[config.mk]
export PLATFORM = sky130hd
export DESIGN_NAME = rgb_led_effect_sequencer_core
export DESIGN_NICKNAME = d
export VERILOG_FILES = /design/src/design/rles_pkg.sv /design/src/design/rles_cfg_regs.sv /design/src/design/rles_effect_engine.sv /design/src/design/rgb_led_effect_sequencer_core.sv
export SDC_FILE = /design/constraint.sdc
export NUM_CORES = 2
export LEC_CHECK = 0
export BUFFER_PORTS_ARGS = -buffer_cell sky130_fd_sc_hd__buf_4
export CORE_MARGIN = 3
export CORE_UTILIZATION = 45
export DETAILED_ROUTE_END_ITERATION = 10
export PLACE_DENSITY_LB_ADDON = 0.2
export SETUP_SLACK_MARGIN = 0.5
export SYNTH_ARGS = -nofsm -noshare
export SYNTH_HDL_FRONTEND = slang
export SYNTH_SLANG_ARGS = --single-unit
[constraint.sdc]
create_clock -name clk -period 26.5 [get_ports clk]
set_clock_uncertainty 0.15 [all_clocks]
set_input_delay 2.65 -clock clk [delete_from_list [all_inputs] [get_ports clk]]
set_output_delay 2.65 -clock clk [all_outputs]
set_load 0.02 [all_outputs]
[src/design/rles_pkg.sv]
// Package for the RGB LED effect sequencer: shared types, register codes,
// hold times and the color conversion functions. No dependencies.
`default_nettype none

package rles_pkg;

    localparam int unsigned TICK_MS_DEFAULT     = 20;
    localparam int unsigned FLIPFLOP_MS_DEFAULT = 500;

    localparam int unsigned HOLD_W      = 10;
    localparam int unsigned DUTY_W      = 8;
    localparam int unsigned CFG_ADDR_W  = 5;
    localparam int unsigned CFG_DATA_W  = 32;
    localparam int unsigned S_TDATA_W   = 8;
    localparam int unsigned M_TDATA_W   = 64;

    localparam logic [2:0] REG_EFFECT_MODE      = 3'd0;
    localparam logic [2:0] REG_HUE_FIRST        = 3'd1;
    localparam logic [2:0] REG_HUE_SECOND       = 3'd2;
    localparam logic [2:0] REG_LED_ENABLE_MASK  = 3'd3;
    localparam logic [2:0] REG_BREATH_INCREMENT = 3'd4;
    localparam logic [2:0] REG_POWER_ON         = 3'd5;

    localparam logic [2:0] MODE_STATIC    = 3'd0;
    localparam logic [2:0] MODE_BREATHING = 3'd1;
    localparam logic [2:0] MODE_FLIPFLOP  = 3'd2;
    localparam logic [2:0] MODE_RAINBOW   = 3'd3;
    localparam logic [2:0] MODE_MANUAL    = 3'd4;

    localparam logic [HOLD_W-1:0] HOLD_OTA     = 10'd20;
    localparam logic [HOLD_W-1:0] HOLD_OFF     = 10'd50;
    localparam logic [HOLD_W-1:0] HOLD_STATIC  = 10'd20;
    localparam logic [HOLD_W-1:0] HOLD_RAINBOW = 10'd15;
    localparam logic [HOLD_W-1:0] HOLD_MANUAL  = 10'd20;
    localparam logic [HOLD_W-1:0] HOLD_OTHER   = 10'd30;
    localparam logic [HOLD_W-1:0] HOLD_MAX     = 10'd1000;

    localparam logic [8:0] HUE_FULL_TURN = 9'd360;
    localparam logic [8:0] RAINBOW_STEP  = 9'd3;
    localparam logic [5:0] PULSE_PHASES  = 6'd60;
    localparam logic [6:0] BREATH_MAX    = 7'd100;
    localparam logic [6:0] BREATH_MIN    = 7'd5;

    // Level times this constant, shifted right by BREATH_SHIFT, divides by 100
    // exactly for every product of an 8-bit component and a level up to 100.
    localparam logic [15:0] BREATH_RECIP = 16'd41944;
    localparam int unsigned BREATH_SHIFT = 22;
    localparam int unsigned SCALE_W      = 23;

    typedef struct packed {
        logic [7:0] r;
        logic [7:0] g;
        logic [7:0] b;
    } rgb_t;

    typedef struct packed {
        logic [2:0] effect_mode;
        logic [8:0] hue_first;
        logic [8:0] hue_second;
        logic [1:0] led_enable_mask;
        logic [6:0] breath_increment;
        logic       power_on;
    } cfg_t;

    typedef struct packed {
        logic [HOLD_W-1:0] hold_ms;
        logic [DUTY_W-1:0] led2_blue_duty;
        logic [DUTY_W-1:0] led2_green_duty;
        logic [DUTY_W-1:0] led2_red_duty;
        logic [DUTY_W-1:0] led1_blue_duty;
        logic [DUTY_W-1:0] led1_green_duty;
        logic [DUTY_W-1:0] led1_red_duty;
    } result_t;

    function automatic rgb_t hue_to_rgb(input logic [8:0] hue);
        logic [8:0] h;
        logic [2:0] sec;
        logic [8:0] base;
        logic [5:0] rem;
        logic [9:0] up_prod;
        logic [9:0] down_prod;
        logic [7:0] x;
        rgb_t       c;
        h = (hue >= HUE_FULL_TURN) ? hue - HUE_FULL_TURN : hue;
        if (h >= 9'd300) begin
            sec = 3'd5; base = 9'd300;
        end else if (h >= 9'd240) begin
            sec = 3'd4; base = 9'd240;
        end else if (h >= 9'd180) begin
            sec = 3'd3; base = 9'd180;
        end else if (h >= 9'd120) begin
            sec = 3'd2; base = 9'd120;
        end else if (h >= 9'd60) begin
            sec = 3'd1; base = 9'd60;
        end else begin
            sec = 3'd0; base = 9'd0;
        end
        rem = 6'(h - base);
        // 255/60 equals 17/4, so the floor is a multiply by 17 and a shift.
        up_prod   = 10'd17 * {4'd0, rem};
        down_prod = 10'd17 * {4'd0, 6'(PULSE_PHASES - rem)};
        x = sec[0] ? down_prod[9:2] : up_prod[9:2];
        c = '0;
        case (sec)
            3'd0:
            begin
                c.r = 8'd255; c.g = x;
            end
            3'd1:
            begin
                c.r = x; c.g = 8'd255;
            end
            3'd2:
            begin
                c.g = 8'd255; c.b = x;
            end
            3'd3:
            begin
                c.g = x; c.b = 8'd255;
            end
            3'd4:
            begin
                c.r = x; c.b = 8'd255;
            end
            default:
            begin
                c.r = 8'd255; c.b = x;
            end
        endcase
        return c;
    endfunction

    function automatic logic [7:0] scale_component(input logic [7:0] c,
                                                   input logic [SCALE_W-1:0] f);
        logic [SCALE_W+7:0] prod;
        prod = {{SCALE_W{1'b0}}, c} * {8'd0, f};
        return prod[BREATH_SHIFT+7:BREATH_SHIFT];
    endfunction

    function automatic rgb_t scale_rgb(input rgb_t c, input logic [SCALE_W-1:0] f);
        rgb_t o;
        o.r = scale_component(c.r, f);
        o.g = scale_component(c.g, f);
        o.b = scale_component(c.b, f);
        return o;
    endfunction

    // Cyan pulse color for a ramp position of 0 to 10: blue is k*255/10 and
    // green is two thirds of it, both rounded down.
    function automatic rgb_t pulse_rgb(input logic [3:0] k);
        rgb_t c;
        c.r = 8'd0;
        case (k)
            4'd0:    begin c.g = 8'd0;   c.b = 8'd0;   end
            4'd1:    begin c.g = 8'd16;  c.b = 8'd25;  end
            4'd2:    begin c.g = 8'd34;  c.b = 8'd51;  end
            4'd3:    begin c.g = 8'd50;  c.b = 8'd76;  end
            4'd4:    begin c.g = 8'd68;  c.b = 8'd102; end
            4'd5:    begin c.g = 8'd84;  c.b = 8'd127; end
            4'd6:    begin c.g = 8'd102; c.b = 8'd153; end
            4'd7:    begin c.g = 8'd118; c.b = 8'd178; end
            4'd8:    begin c.g = 8'd136; c.b = 8'd204; end
            4'd9:    begin c.g = 8'd152; c.b = 8'd229; end
            4'd10:   begin c.g = 8'd170; c.b = 8'd255; end
            default: begin c.g = 8'd0;   c.b = 8'd0;   end
        endcase
        return c;
    endfunction

endpackage

`default_nettype wire

[src/design/rles_cfg_regs.sv]
// Configuration register file of the RGB LED effect sequencer behind an APB-style port.
// Depends on rles_pkg for register codes and the configuration struct.
`default_nettype none

module rles_cfg_regs (
    input  wire logic                                 clk,
    input  wire logic                                 rst_n,
    input  wire logic                                 psel,
    input  wire logic                                 penable,
    input  wire logic                                 pwrite,
    input  wire logic [rles_pkg::CFG_ADDR_W-1:0]      paddr,
    input  wire logic [rles_pkg::CFG_DATA_W-1:0]      pwdata,
    output logic      [rles_pkg::CFG_DATA_W-1:0]      prdata,
    output logic                                      pready,
    output rles_pkg::cfg_t                            cfg
);

    rles_pkg::cfg_t cfg_reg;
    rles_pkg::cfg_t cfg_next;
    logic [2:0]     reg_index;
    logic           wr_en;

    assign pready    = 1'b1;
    assign reg_index = paddr[4:2];
    assign wr_en     = psel && penable && pwrite && pready;
    assign cfg       = cfg_reg;

    always_comb
    begin
        cfg_next = cfg_reg;
        if (wr_en)
        begin
            unique case (reg_index)
                rles_pkg::REG_EFFECT_MODE:      cfg_next.effect_mode      = pwdata[2:0];
                rles_pkg::REG_HUE_FIRST:        cfg_next.hue_first        = pwdata[8:0];
                rles_pkg::REG_HUE_SECOND:       cfg_next.hue_second       = pwdata[8:0];
                rles_pkg::REG_LED_ENABLE_MASK:  cfg_next.led_enable_mask  = pwdata[1:0];
                rles_pkg::REG_BREATH_INCREMENT: cfg_next.breath_increment = pwdata[6:0];
                rles_pkg::REG_POWER_ON:         cfg_next.power_on         = pwdata[0];
                default:                        cfg_next                  = cfg_reg;
            endcase
        end
    end

    always_comb
    begin
        unique case (reg_index)
            rles_pkg::REG_EFFECT_MODE:      prdata = {29'd0, cfg_reg.effect_mode};
            rles_pkg::REG_HUE_FIRST:        prdata = {23'd0, cfg_reg.hue_first};
            rles_pkg::REG_HUE_SECOND:       prdata = {23'd0, cfg_reg.hue_second};
            rles_pkg::REG_LED_ENABLE_MASK:  prdata = {30'd0, cfg_reg.led_enable_mask};
            rles_pkg::REG_BREATH_INCREMENT: prdata = {25'd0, cfg_reg.breath_increment};
            rles_pkg::REG_POWER_ON:         prdata = {31'd0, cfg_reg.power_on};
            default:                        prdata = '0;
        endcase
    end

    always_ff @(posedge clk or negedge rst_n)
    begin
        if (!rst_n)
        begin
            cfg_reg.effect_mode      <= rles_pkg::MODE_STATIC;
            cfg_reg.hue_first        <= 9'd0;
            cfg_reg.hue_second       <= 9'd0;
            cfg_reg.led_enable_mask  <= 2'd3;
            cfg_reg.breath_increment <= 7'd1;
            cfg_reg.power_on         <= 1'b1;
        end
        else
        begin
            cfg_reg <= cfg_next;
        end
    end

endmodule

`default_nettype wire

[src/design/rles_effect_engine.sv]
// Effect state and per-tick color computation of the RGB LED effect sequencer.
// Depends on rles_pkg for the hue, scale and pulse functions and the result struct.
`default_nettype none

module rles_effect_engine #(
    parameter int unsigned TICK_MS     = rles_pkg::TICK_MS_DEFAULT,
    parameter int unsigned FLIPFLOP_MS = rles_pkg::FLIPFLOP_MS_DEFAULT
) (
    input  wire logic            clk,
    input  wire logic            rst_n,
    input  wire rles_pkg::cfg_t  cfg,
    input  wire logic            ota,
    input  wire logic            advance,
    output rles_pkg::result_t    result
);

    localparam logic [rles_pkg::HOLD_W-1:0] HOLD_TICK = rles_pkg::HOLD_W'(TICK_MS);
    localparam logic [rles_pkg::HOLD_W-1:0] HOLD_FLIP = rles_pkg::HOLD_W'(FLIPFLOP_MS);

    logic [8:0]                  rainbow_hue_reg,  rainbow_hue_next;
    logic [6:0]                  breath_level_reg, breath_level_next;
    logic [rles_pkg::SCALE_W-1:0] breath_scale_reg, breath_scale_next;
    logic                        breath_rising_reg, breath_rising_next;
    logic                        flip_phase_reg,   flip_phase_next;
    logic [5:0]                  pulse_phase_reg,  pulse_phase_next;
    logic                        last_flag_reg;

    logic [5:0]     phase;
    logic [3:0]     ramp;
    logic [6:0]     step;
    logic [7:0]     lvl_moved;
    logic [7:0]     lvl_clamped;
    rles_pkg::rgb_t c1, c2, c_rain, c_pulse, a, b;
    logic [rles_pkg::HOLD_W-1:0] hold;

    always_comb
    begin
        phase = (ota != last_flag_reg) ? 6'd0 : pulse_phase_reg;
        if (phase < 6'd10)
        begin
            ramp = phase[3:0];
        end
        else if (phase < 6'd20)
        begin
            ramp = 4'(6'd20 - phase);
        end
        else if (phase < 6'd30)
        begin
            ramp = 4'(phase - 6'd20);
        end
        else if (phase < 6'd40)
        begin
            ramp = 4'(6'd40 - phase);
        end
        else
        begin
            ramp = 4'd0;
        end
        c_pulse = rles_pkg::pulse_rgb(ramp);
        if (ota)
        begin
            pulse_phase_next = (phase == rles_pkg::PULSE_PHASES - 6'd1) ? 6'd0 : phase + 6'd1;
        end
        else
        begin
            pulse_phase_next = phase;
        end
    end

    always_comb
    begin
        step = (cfg.breath_increment == 7'd0) ? 7'd1 : cfg.breath_increment;
        if (breath_rising_reg)
        begin
            lvl_moved = {1'b0, breath_level_reg} + {1'b0, step};
        end
        else
        begin
            lvl_moved = (breath_level_reg > step) ? {1'b0, breath_level_reg - step} : 8'd0;
        end
        lvl_clamped        = lvl_moved;
        breath_rising_next = breath_rising_reg;
        if (lvl_moved >= {1'b0, rles_pkg::BREATH_MAX})
        begin
            lvl_clamped        = {1'b0, rles_pkg::BREATH_MAX};
            breath_rising_next = 1'b0;
        end
        else if (lvl_moved <= {1'b0, rles_pkg::BREATH_MIN})
        begin
            lvl_clamped        = {1'b0, rles_pkg::BREATH_MIN};
            breath_rising_next = 1'b1;
        end
        breath_level_next = lvl_clamped[6:0];
        breath_scale_next = {16'd0, breath_level_next} * {7'd0, rles_pkg::BREATH_RECIP};
        rainbow_hue_next  = (rainbow_hue_reg >= rles_pkg::HUE_FULL_TURN - rles_pkg::RAINBOW_STEP)
                          ? rainbow_hue_reg - (rles_pkg::HUE_FULL_TURN - rles_pkg::RAINBOW_STEP)
                          : rainbow_hue_reg + rles_pkg::RAINBOW_STEP;
        flip_phase_next   = ~flip_phase_reg;
    end

    assign c1     = rles_pkg::hue_to_rgb(cfg.hue_first);
    assign c2     = rles_pkg::hue_to_rgb(cfg.hue_second);
    assign c_rain = rles_pkg::hue_to_rgb(rainbow_hue_reg);

    always_comb
    begin
        if (ota)
        begin
            a = c_pulse; b = c_pulse; hold = rles_pkg::HOLD_OTA;
        end
        else if (!cfg.power_on)
        begin
            a = '0; b = '0; hold = rles_pkg::HOLD_OFF;
        end
        else
        begin
            case (cfg.effect_mode)
                rles_pkg::MODE_STATIC:
                begin
                    a = c1; b = c2; hold = rles_pkg::HOLD_STATIC;
                end
                rles_pkg::MODE_BREATHING:
                begin
                    a    = rles_pkg::scale_rgb(c1, breath_scale_reg);
                    b    = rles_pkg::scale_rgb(c2, breath_scale_reg);
                    hold = HOLD_TICK;
                end
                rles_pkg::MODE_FLIPFLOP:
                begin
                    a    = flip_phase_reg ? '0 : c1;
                    b    = flip_phase_reg ? c2 : '0;
                    hold = HOLD_FLIP;
                end
                rles_pkg::MODE_RAINBOW:
                begin
                    a = c_rain; b = c_rain; hold = rles_pkg::HOLD_RAINBOW;
                end
                rles_pkg::MODE_MANUAL:
                begin
                    a    = cfg.led_enable_mask[0] ? c1 : '0;
                    b    = cfg.led_enable_mask[1] ? c2 : '0;
                    hold = rles_pkg::HOLD_MANUAL;
                end
                default:
                begin
                    a = c1; b = c2; hold = rles_pkg::HOLD_OTHER;
                end
            endcase
        end
        result.led1_red_duty   = ~a.r;
        result.led1_green_duty = ~a.g;
        result.led1_blue_duty  = ~a.b;
        result.led2_red_duty   = ~b.r;
        result.led2_green_duty = ~b.g;
        result.led2_blue_duty  = ~b.b;
        result.hold_ms         = hold;
    end

    always_ff @(posedge clk or negedge rst_n)
    begin
        if (!rst_n)
        begin
            rainbow_hue_reg   <= 9'd0;
            breath_level_reg  <= 7'd0;
            breath_scale_reg  <= '0;
            breath_rising_reg <= 1'b1;
            flip_phase_reg    <= 1'b0;
            pulse_phase_reg   <= 6'd0;
            last_flag_reg     <= 1'b0;
        end
        else if (advance)
        begin
            last_flag_reg   <= ota;
            pulse_phase_reg <= pulse_phase_next;
            if (!ota && cfg.power_on)
            begin
                if (cfg.effect_mode == rles_pkg::MODE_BREATHING)
                begin
                    breath_level_reg  <= breath_level_next;
                    breath_scale_reg  <= breath_scale_next;
                    breath_rising_reg <= breath_rising_next;
                end
                if (cfg.effect_mode == rles_pkg::MODE_FLIPFLOP)
                begin
                    flip_phase_reg <= flip_phase_next;
                end
                if (cfg.effect_mode == rles_pkg::MODE_RAINBOW)
                begin
                    rainbow_hue_reg <= rainbow_hue_next;
                end
            end
        end
    end

    a_pulse_phase_range: assert property (@(posedge clk) disable iff (!rst_n)
        pulse_phase_reg < rles_pkg::PULSE_PHASES)
        else $error("pulse phase left its range");

    a_breath_level_range: assert property (@(posedge clk) disable iff (!rst_n)
        breath_level_reg <= rles_pkg::BREATH_MAX)
        else $error("breathing level above its maximum");

    a_breath_scale_match: assert property (@(posedge clk) disable iff (!rst_n)
        breath_scale_reg == {16'd0, breath_level_reg} * {7'd0, rles_pkg::BREATH_RECIP})
        else $error("breathing scale factor does not match the level");

    a_rainbow_hue_range: assert property (@(posedge clk) disable iff (!rst_n)
        rainbow_hue_reg < rles_pkg::HUE_FULL_TURN)
        else $error("rainbow hue left its range");

endmodule

`default_nettype wire

[src/design/rgb_led_effect_sequencer_core.sv]
// Top level of the RGB LED effect sequencer: stream handshake, input and result
// registers. Depends on rles_pkg, rles_cfg_regs and rles_effect_engine.
//
// Usage: each transaction on the slave stream (s_tvalid, s_tready, s_tdata) is one
// effect tick; s_tdata bit 0 carries the firmware-update flag. For every tick the
// master stream (m_tvalid, m_tready, m_tdata) delivers one transaction with six
// inverted PWM duties for two RGB LEDs and the time to hold them in milliseconds.
// The effect, hues, enable mask, breathing increment and power state are set through
// the APB-style port, whose registers the user must write only while no tick is in
// flight; the block does not enforce it. A tick is captured in the input register,
// and when it advances, its colors, computed by the hue and scale logic from the
// effect state, are stored in the result register. Throughput is one tick per cycle
// unless the receiver stalls, set by that single input-to-result register stage. On
// a stall, the result is held and one more tick is taken into the input register;
// then s_tready drops until the result is taken. Reset clears both registers,
// restores the register defaults and returns the effect state to its start values.
`default_nettype none

module rgb_led_effect_sequencer_core #(
    parameter int unsigned TICK_MS     = rles_pkg::TICK_MS_DEFAULT,
    parameter int unsigned FLIPFLOP_MS = rles_pkg::FLIPFLOP_MS_DEFAULT
) (
    input  wire logic                              clk,
    input  wire logic                              rst_n,
    input  wire logic                              psel,
    input  wire logic                              penable,
    input  wire logic                              pwrite,
    input  wire logic [rles_pkg::CFG_ADDR_W-1:0]   paddr,
    input  wire logic [rles_pkg::CFG_DATA_W-1:0]   pwdata,
    output logic      [rles_pkg::CFG_DATA_W-1:0]   prdata,
    output logic                                   pready,
    input  wire logic                              s_tvalid,
    output logic                                   s_tready,
    // Fields from bit 0: ota_in_progress, then zero fill.
    input  wire logic [rles_pkg::S_TDATA_W-1:0]    s_tdata,
    output logic                                   m_tvalid,
    input  wire logic                              m_tready,
    // Fields from bit 0: led1_red_duty, led1_green_duty, led1_blue_duty,
    // led2_red_duty, led2_green_duty, led2_blue_duty, hold_ms, then zero fill.
    output logic      [rles_pkg::M_TDATA_W-1:0]    m_tdata
);

    rles_pkg::cfg_t    cfg;
    rles_pkg::result_t result;
    rles_pkg::result_t out_reg;
    logic              in_valid_reg, in_valid_next;
    logic              in_ota_reg;
    logic              out_valid_reg, out_valid_next;
    logic              advance;
    logic              take;

    rles_cfg_regs u_cfg_regs (
        .clk     (clk),
        .rst_n   (rst_n),
        .psel    (psel),
        .penable (penable),
        .pwrite  (pwrite),
        .paddr   (paddr),
        .pwdata  (pwdata),
        .prdata  (prdata),
        .pready  (pready),
        .cfg     (cfg)
    );

    rles_effect_engine #(
        .TICK_MS     (TICK_MS),
        .FLIPFLOP_MS (FLIPFLOP_MS)
    ) u_effect_engine (
        .clk     (clk),
        .rst_n   (rst_n),
        .cfg     (cfg),
        .ota     (in_ota_reg),
        .advance (advance),
        .result  (result)
    );

    assign advance  = in_valid_reg && (!out_valid_reg || m_tready);
    assign s_tready = !in_valid_reg || advance;
    assign take     = s_tvalid && s_tready;
    assign m_tvalid = out_valid_reg;
    assign m_tdata  = {6'd0, out_reg};

    always_comb
    begin
        in_valid_next = in_valid_reg;
        if (take)
        begin
            in_valid_next = 1'b1;
        end
        else if (advance)
        begin
            in_valid_next = 1'b0;
        end
        out_valid_next = out_valid_reg;
        if (advance)
        begin
            out_valid_next = 1'b1;
        end
        else if (m_tready)
        begin
            out_valid_next = 1'b0;
        end
    end

    always_ff @(posedge clk or negedge rst_n)
    begin
        if (!rst_n)
        begin
            in_valid_reg  <= 1'b0;
            out_valid_reg <= 1'b0;
        end
        else
        begin
            in_valid_reg  <= in_valid_next;
            out_valid_reg <= out_valid_next;
        end
    end

    always_ff @(posedge clk)
    begin
        if (take)
        begin
            in_ota_reg <= s_tdata[0];
        end
        if (advance)
        begin
            out_reg <= result;
        end
    end

    a_empty_input_ready: assert property (@(posedge clk) disable iff (!rst_n)
        !in_valid_reg |-> s_tready)
        else $error("input register empty but tick refused");

    a_advance_fills_output: assert property (@(posedge clk) disable iff (!rst_n)
        advance |=> out_valid_reg)
        else $error("advanced tick did not reach the result register");

    a_hold_range: assert property (@(posedge clk) disable iff (!rst_n)
        out_valid_reg |-> out_reg.hold_ms <= rles_pkg::HOLD_MAX)
        else $error("hold time out of range");

    a_no_loss_on_stall: assert property (@(posedge clk) disable iff (!rst_n)
        in_valid_reg && out_valid_reg && !m_tready |=> in_valid_reg)
        else $error("pending tick dropped while the output stalled");

endmodule

`default_nettype wire

==> reports/summary.txt <==
=================================================================================================
Half-perimeter wire length after detailed placement                                      85600 um
Number of cell rows                                                                           109
Number of enable flip-flop cells after synthesis                                               56
Post-Synthesis Cells                                                                         4809
Inserted Clock Buffers                                                                         17
Endpoint type of the worst setup path                                                   flip-flop
Period minus WS final                                                                    13.39 ns
Total of endpoints with negative setup slack in the final report                                0
Signal arrival time at the worst endpoint                                                13.50 ns
Last element of the critical path                                                     m_tdata[37]
Master cell of the clock root buffer                                                 sky130_fd_sc_hd__clkbuf_16
Number of buffers inserted to repair setup after CTS                                            0
Worst hold path depth                                                                           1
Most area-consuming cells after synthesis                                            sky130_fd_sc_hd__fa_1 (33%), sky130_fd_sc_hd__ha_1 (12%), sky130_fd_sc_hd__and2_1 (9.9%), sky130_fd_sc_hd__inv_1 (7.9%), sky130_fd_sc_hd__dfrtp_1 (4.4%)
Fraction of the cycle the final worst path needs                                            50.5%
Worst-case register-to-register setup slack                                              13.11 ns
Status                                                                                  completed
Number of global-route vias before repair                                                   32.9k
Net total in the final layout                                                                5835
Number of top-level pins                                                                      151
Average cell area after synthesis                                                        8.48 um2
Headroom to the max-slew limit                                                              13.7%
Global-route wire length before repair                                                  186000 um
Max-slew violation count                                                                        0
Crit. Startpoint                                                                     u_cfg_regs.cfg[13]
Total of hold buffers inserted after clock tree synthesis                                       0
RSZ-0062 raised after global routing                                                           no
CP startpoint kind                                                                      flip-flop
Maximum Capacitance Violations                                                                  0
Crit path kind                                                                       flip-flop to flip-flop
Starting density of the core                                                                45.8%
Async SR Flop Fraction                                                                      57.9%
Count of vias placed by the detailed router                                                 32.4k
Post-layout worst setup margin                                                           13.11 ns
CP max-delay cell                                                                    sky130_fd_sc_hd__fa_1
Post-synth top area share                                                                   32.6%
Clk slew on worst S/H paths                                                               0.06 ns
Most area-hungry cell type in the Yosys netlist                                      sky130_fd_sc_hd__fa_1
Number of buffer cells added on primary ports                                                  87
Path class of the lowest-slack min-delay path                                        flip-flop to flip-flop
Ant diodes                                                                                      0
Die outline width                                                                          307 um
Tot GR Track Use                                                                            25.0%
FF+latch count, synth                                                                         133
H-tree depth                                                                                    4
Global placer's final weighted congestion                                                   0.955
First DRT Iteration DRCs                                                                     2227
Share of synthesized area occupied by flip-flops and latches                                8.87%
Drt wl/cell                                                                               19.4 um
Clk buf depth                                                                                   2
Clock Latency Late Sink                                                                   0.46 ns
Number of synthesis warnings                                                                    0
Residual DRC count                                                                              0
Highest clock frequency the design can meet                                            0.0747 GHz
Required time of the critical path                                                       26.61 ns
Area of the core                                                                       0.0891 mm2
Reg-to-reg endpoint                                                                   m_tdata[37]
Pin count of the biggest net entering global routing                                           54
Utilization after layout                                                                    48.3%
Iteration count of the initial detailed-routing pass                                            6
Post-Route Hold Slack                                                                    0.335 ns
Total length of routed wires                                                            115000 um
Post-Route Setup TNS                                                                         0 ns
Number of antenna violations at the first check in global routing                               2
Per-cell via count in the routed design                                                      5.47
Die area                                                                               0.0942 mm2
Worst reg-to-reg path cell count                                                               46
Antenna violation net count after detailed routing                                              0
Vert. Die Dim                                                                              307 um
Number of distinct library cell variants in the gate-level netlist after synthesis            102
Cell area after synthesis                                                              0.0408 mm2
Pin slew with the least headroom to its limit                                             1.28 ns
Number of gates resized after CTS                                                               0
Slowest cell delay on critical path                                                       0.89 ns
Leading register cell type out of synthesis                                          sky130_fd_sc_hd__dfrtp_1
Max FFs per register                                                                           55
Total grt overflow                                                                              0
Hold Fails Final Rpt                                                                            0
Reg-to-reg startpoint                                                                u_cfg_regs.cfg[13]
Share of final-layout standard cells stronger than drive strength 1                         6.28%
Clock Sink Count                                                                              133
Max Fanout on Critical Path                                                                    20
Post-Place Worst Slack                                                                   13.37 ns
Area overhead of the layout relative to synthesis                                           5.49%
Clock tree from TritonCTS                                                                    done
=================================================================================================
metrics by stage:
stage	area [um2]	instances
floorplan	40900	4838
global placement	42500	5882
detailed placement	42500	5882
CTS	43000	5914
global route	43000	5914
finish	43000	5914
worst max-delay path: cells and delay by family (launching register included):
family | cells | cell delay, ns
compound gates | 17 | 4.46
xor+xnor | 1 | 0.19
fa+ha+maj | 11 | 4.50
buf+inv | 7 | 0.93
flops | 1 | 0.57
simple gates | 10 | 2.37
cells by family (layout without fill, tap and decap cells):
group	Yosys count	after routing	synth area share, %
XOR/XNOR	136	136	2.94
buffers and inverters	1156	1067	11.0
flip-flops	133	133	8.87
adder cells (fa/ha/maj)	1047	1047	44.4
other	2	31	0.0184
AO/OA/AOI/OAI	740	740	11.7
AND/OR/NAND/NOR	1543	1543	19.7
multiplexers	52	52	1.37
placed cells by master, fill, tap and decap left out, drive strengths merged, types with 19 or more instances in the layout:
master / n
ha: 383
and3: 20
nand2b: 26
o21ai: 193
o211ai: 23
edfxtp: 56
mux2i: 26
xor2: 30
xnor2: 106
o21bai: 19
nand3: 50
mux2: 26
clkbuf: 21
and2: 647
a22oi: 25
a31oi: 23
nor2: 162
nor3: 38
fa: 664
buf: 174
a21o: 78
a21oi: 210
nor2b: 60
a211oi: 24
conb: 31
dfrtp: 72
inv: 860
nand2: 477
worst min path at each step:
stage	start	endpoint	slack (ns)
3_5_place_dp	in_valid_reg	m_tvalid	0.33
5_1_grt	in_valid_reg	m_tvalid	0.38
2_1_floorplan	in_valid_reg	m_tvalid	0.31
3_3_place_gp	in_valid_reg	m_tvalid	0.32
6_report	in_valid_reg	m_tvalid	0.33
4_1_cts	in_valid_reg	m_tvalid	0.34
Yosys cell counts (9+ instances only):
cell type                  count
sky130_fd_sc_hd__nand2b_1     26
sky130_fd_sc_hd__o31ai_1      14
sky130_fd_sc_hd__and2_1      647
sky130_fd_sc_hd__fa_1        664
sky130_fd_sc_hd__clkbuf_1    247
sky130_fd_sc_hd__a211oi_1     22
sky130_fd_sc_hd__dfrtp_1      72
sky130_fd_sc_hd__nand2_1     476
sky130_fd_sc_hd__a21oi_1     207
sky130_fd_sc_hd__nor2_1      162
sky130_fd_sc_hd__nand3_1      50
sky130_fd_sc_hd__a31oi_1      23
sky130_fd_sc_hd__inv_1       858
sky130_fd_sc_hd__and3_1       20
sky130_fd_sc_hd__o21a_1       14
sky130_fd_sc_hd__a211o_1      11
sky130_fd_sc_hd__a21o_1       78
sky130_fd_sc_hd__xor2_1       30
sky130_fd_sc_hd__ha_1        383
sky130_fd_sc_hd__o21bai_1     19
sky130_fd_sc_hd__a22oi_1      23
sky130_fd_sc_hd__or2_2         9
sky130_fd_sc_hd__xnor2_1     105
sky130_fd_sc_hd__buf_4        34
sky130_fd_sc_hd__a221oi_1      9
sky130_fd_sc_hd__o211ai_1     20
sky130_fd_sc_hd__edfxtp_1     56
sky130_fd_sc_hd__nor3_1       37
sky130_fd_sc_hd__mux2i_1      25
sky130_fd_sc_hd__nor2b_1      60
sky130_fd_sc_hd__nand4_1      14
sky130_fd_sc_hd__mux2_2       26
sky130_fd_sc_hd__o21ai_1      10
sky130_fd_sc_hd__o21ai_0     181
final cells by class:
cell class / count / area [um2]
flip-flops and latches: 133 / 3630
inverters: 861 / 3230
fillers: 8752 / 46000
repair buffers: 174 / 1310
clock buffers: 21 / 483
multi-input cells: 3549 / 32800
well taps: 1165 / 1460
clock inverters: 11 / 73.8
metal layers:
metal / global-route usage, % / vias to the layer above / wire length [um]
li1: - / 14900 / -
met1: 35.4 / 16300 / 52300
met2: 40.2 / 983 / 52100
met3: 3.33 / 166 / 7270
met4: 6.87 / 0 / 3260
met5: 0 / - / 0
Power is not shown: default switching activity piles up to over one toggle a cycle in this logic, so the estimate is an artifact.
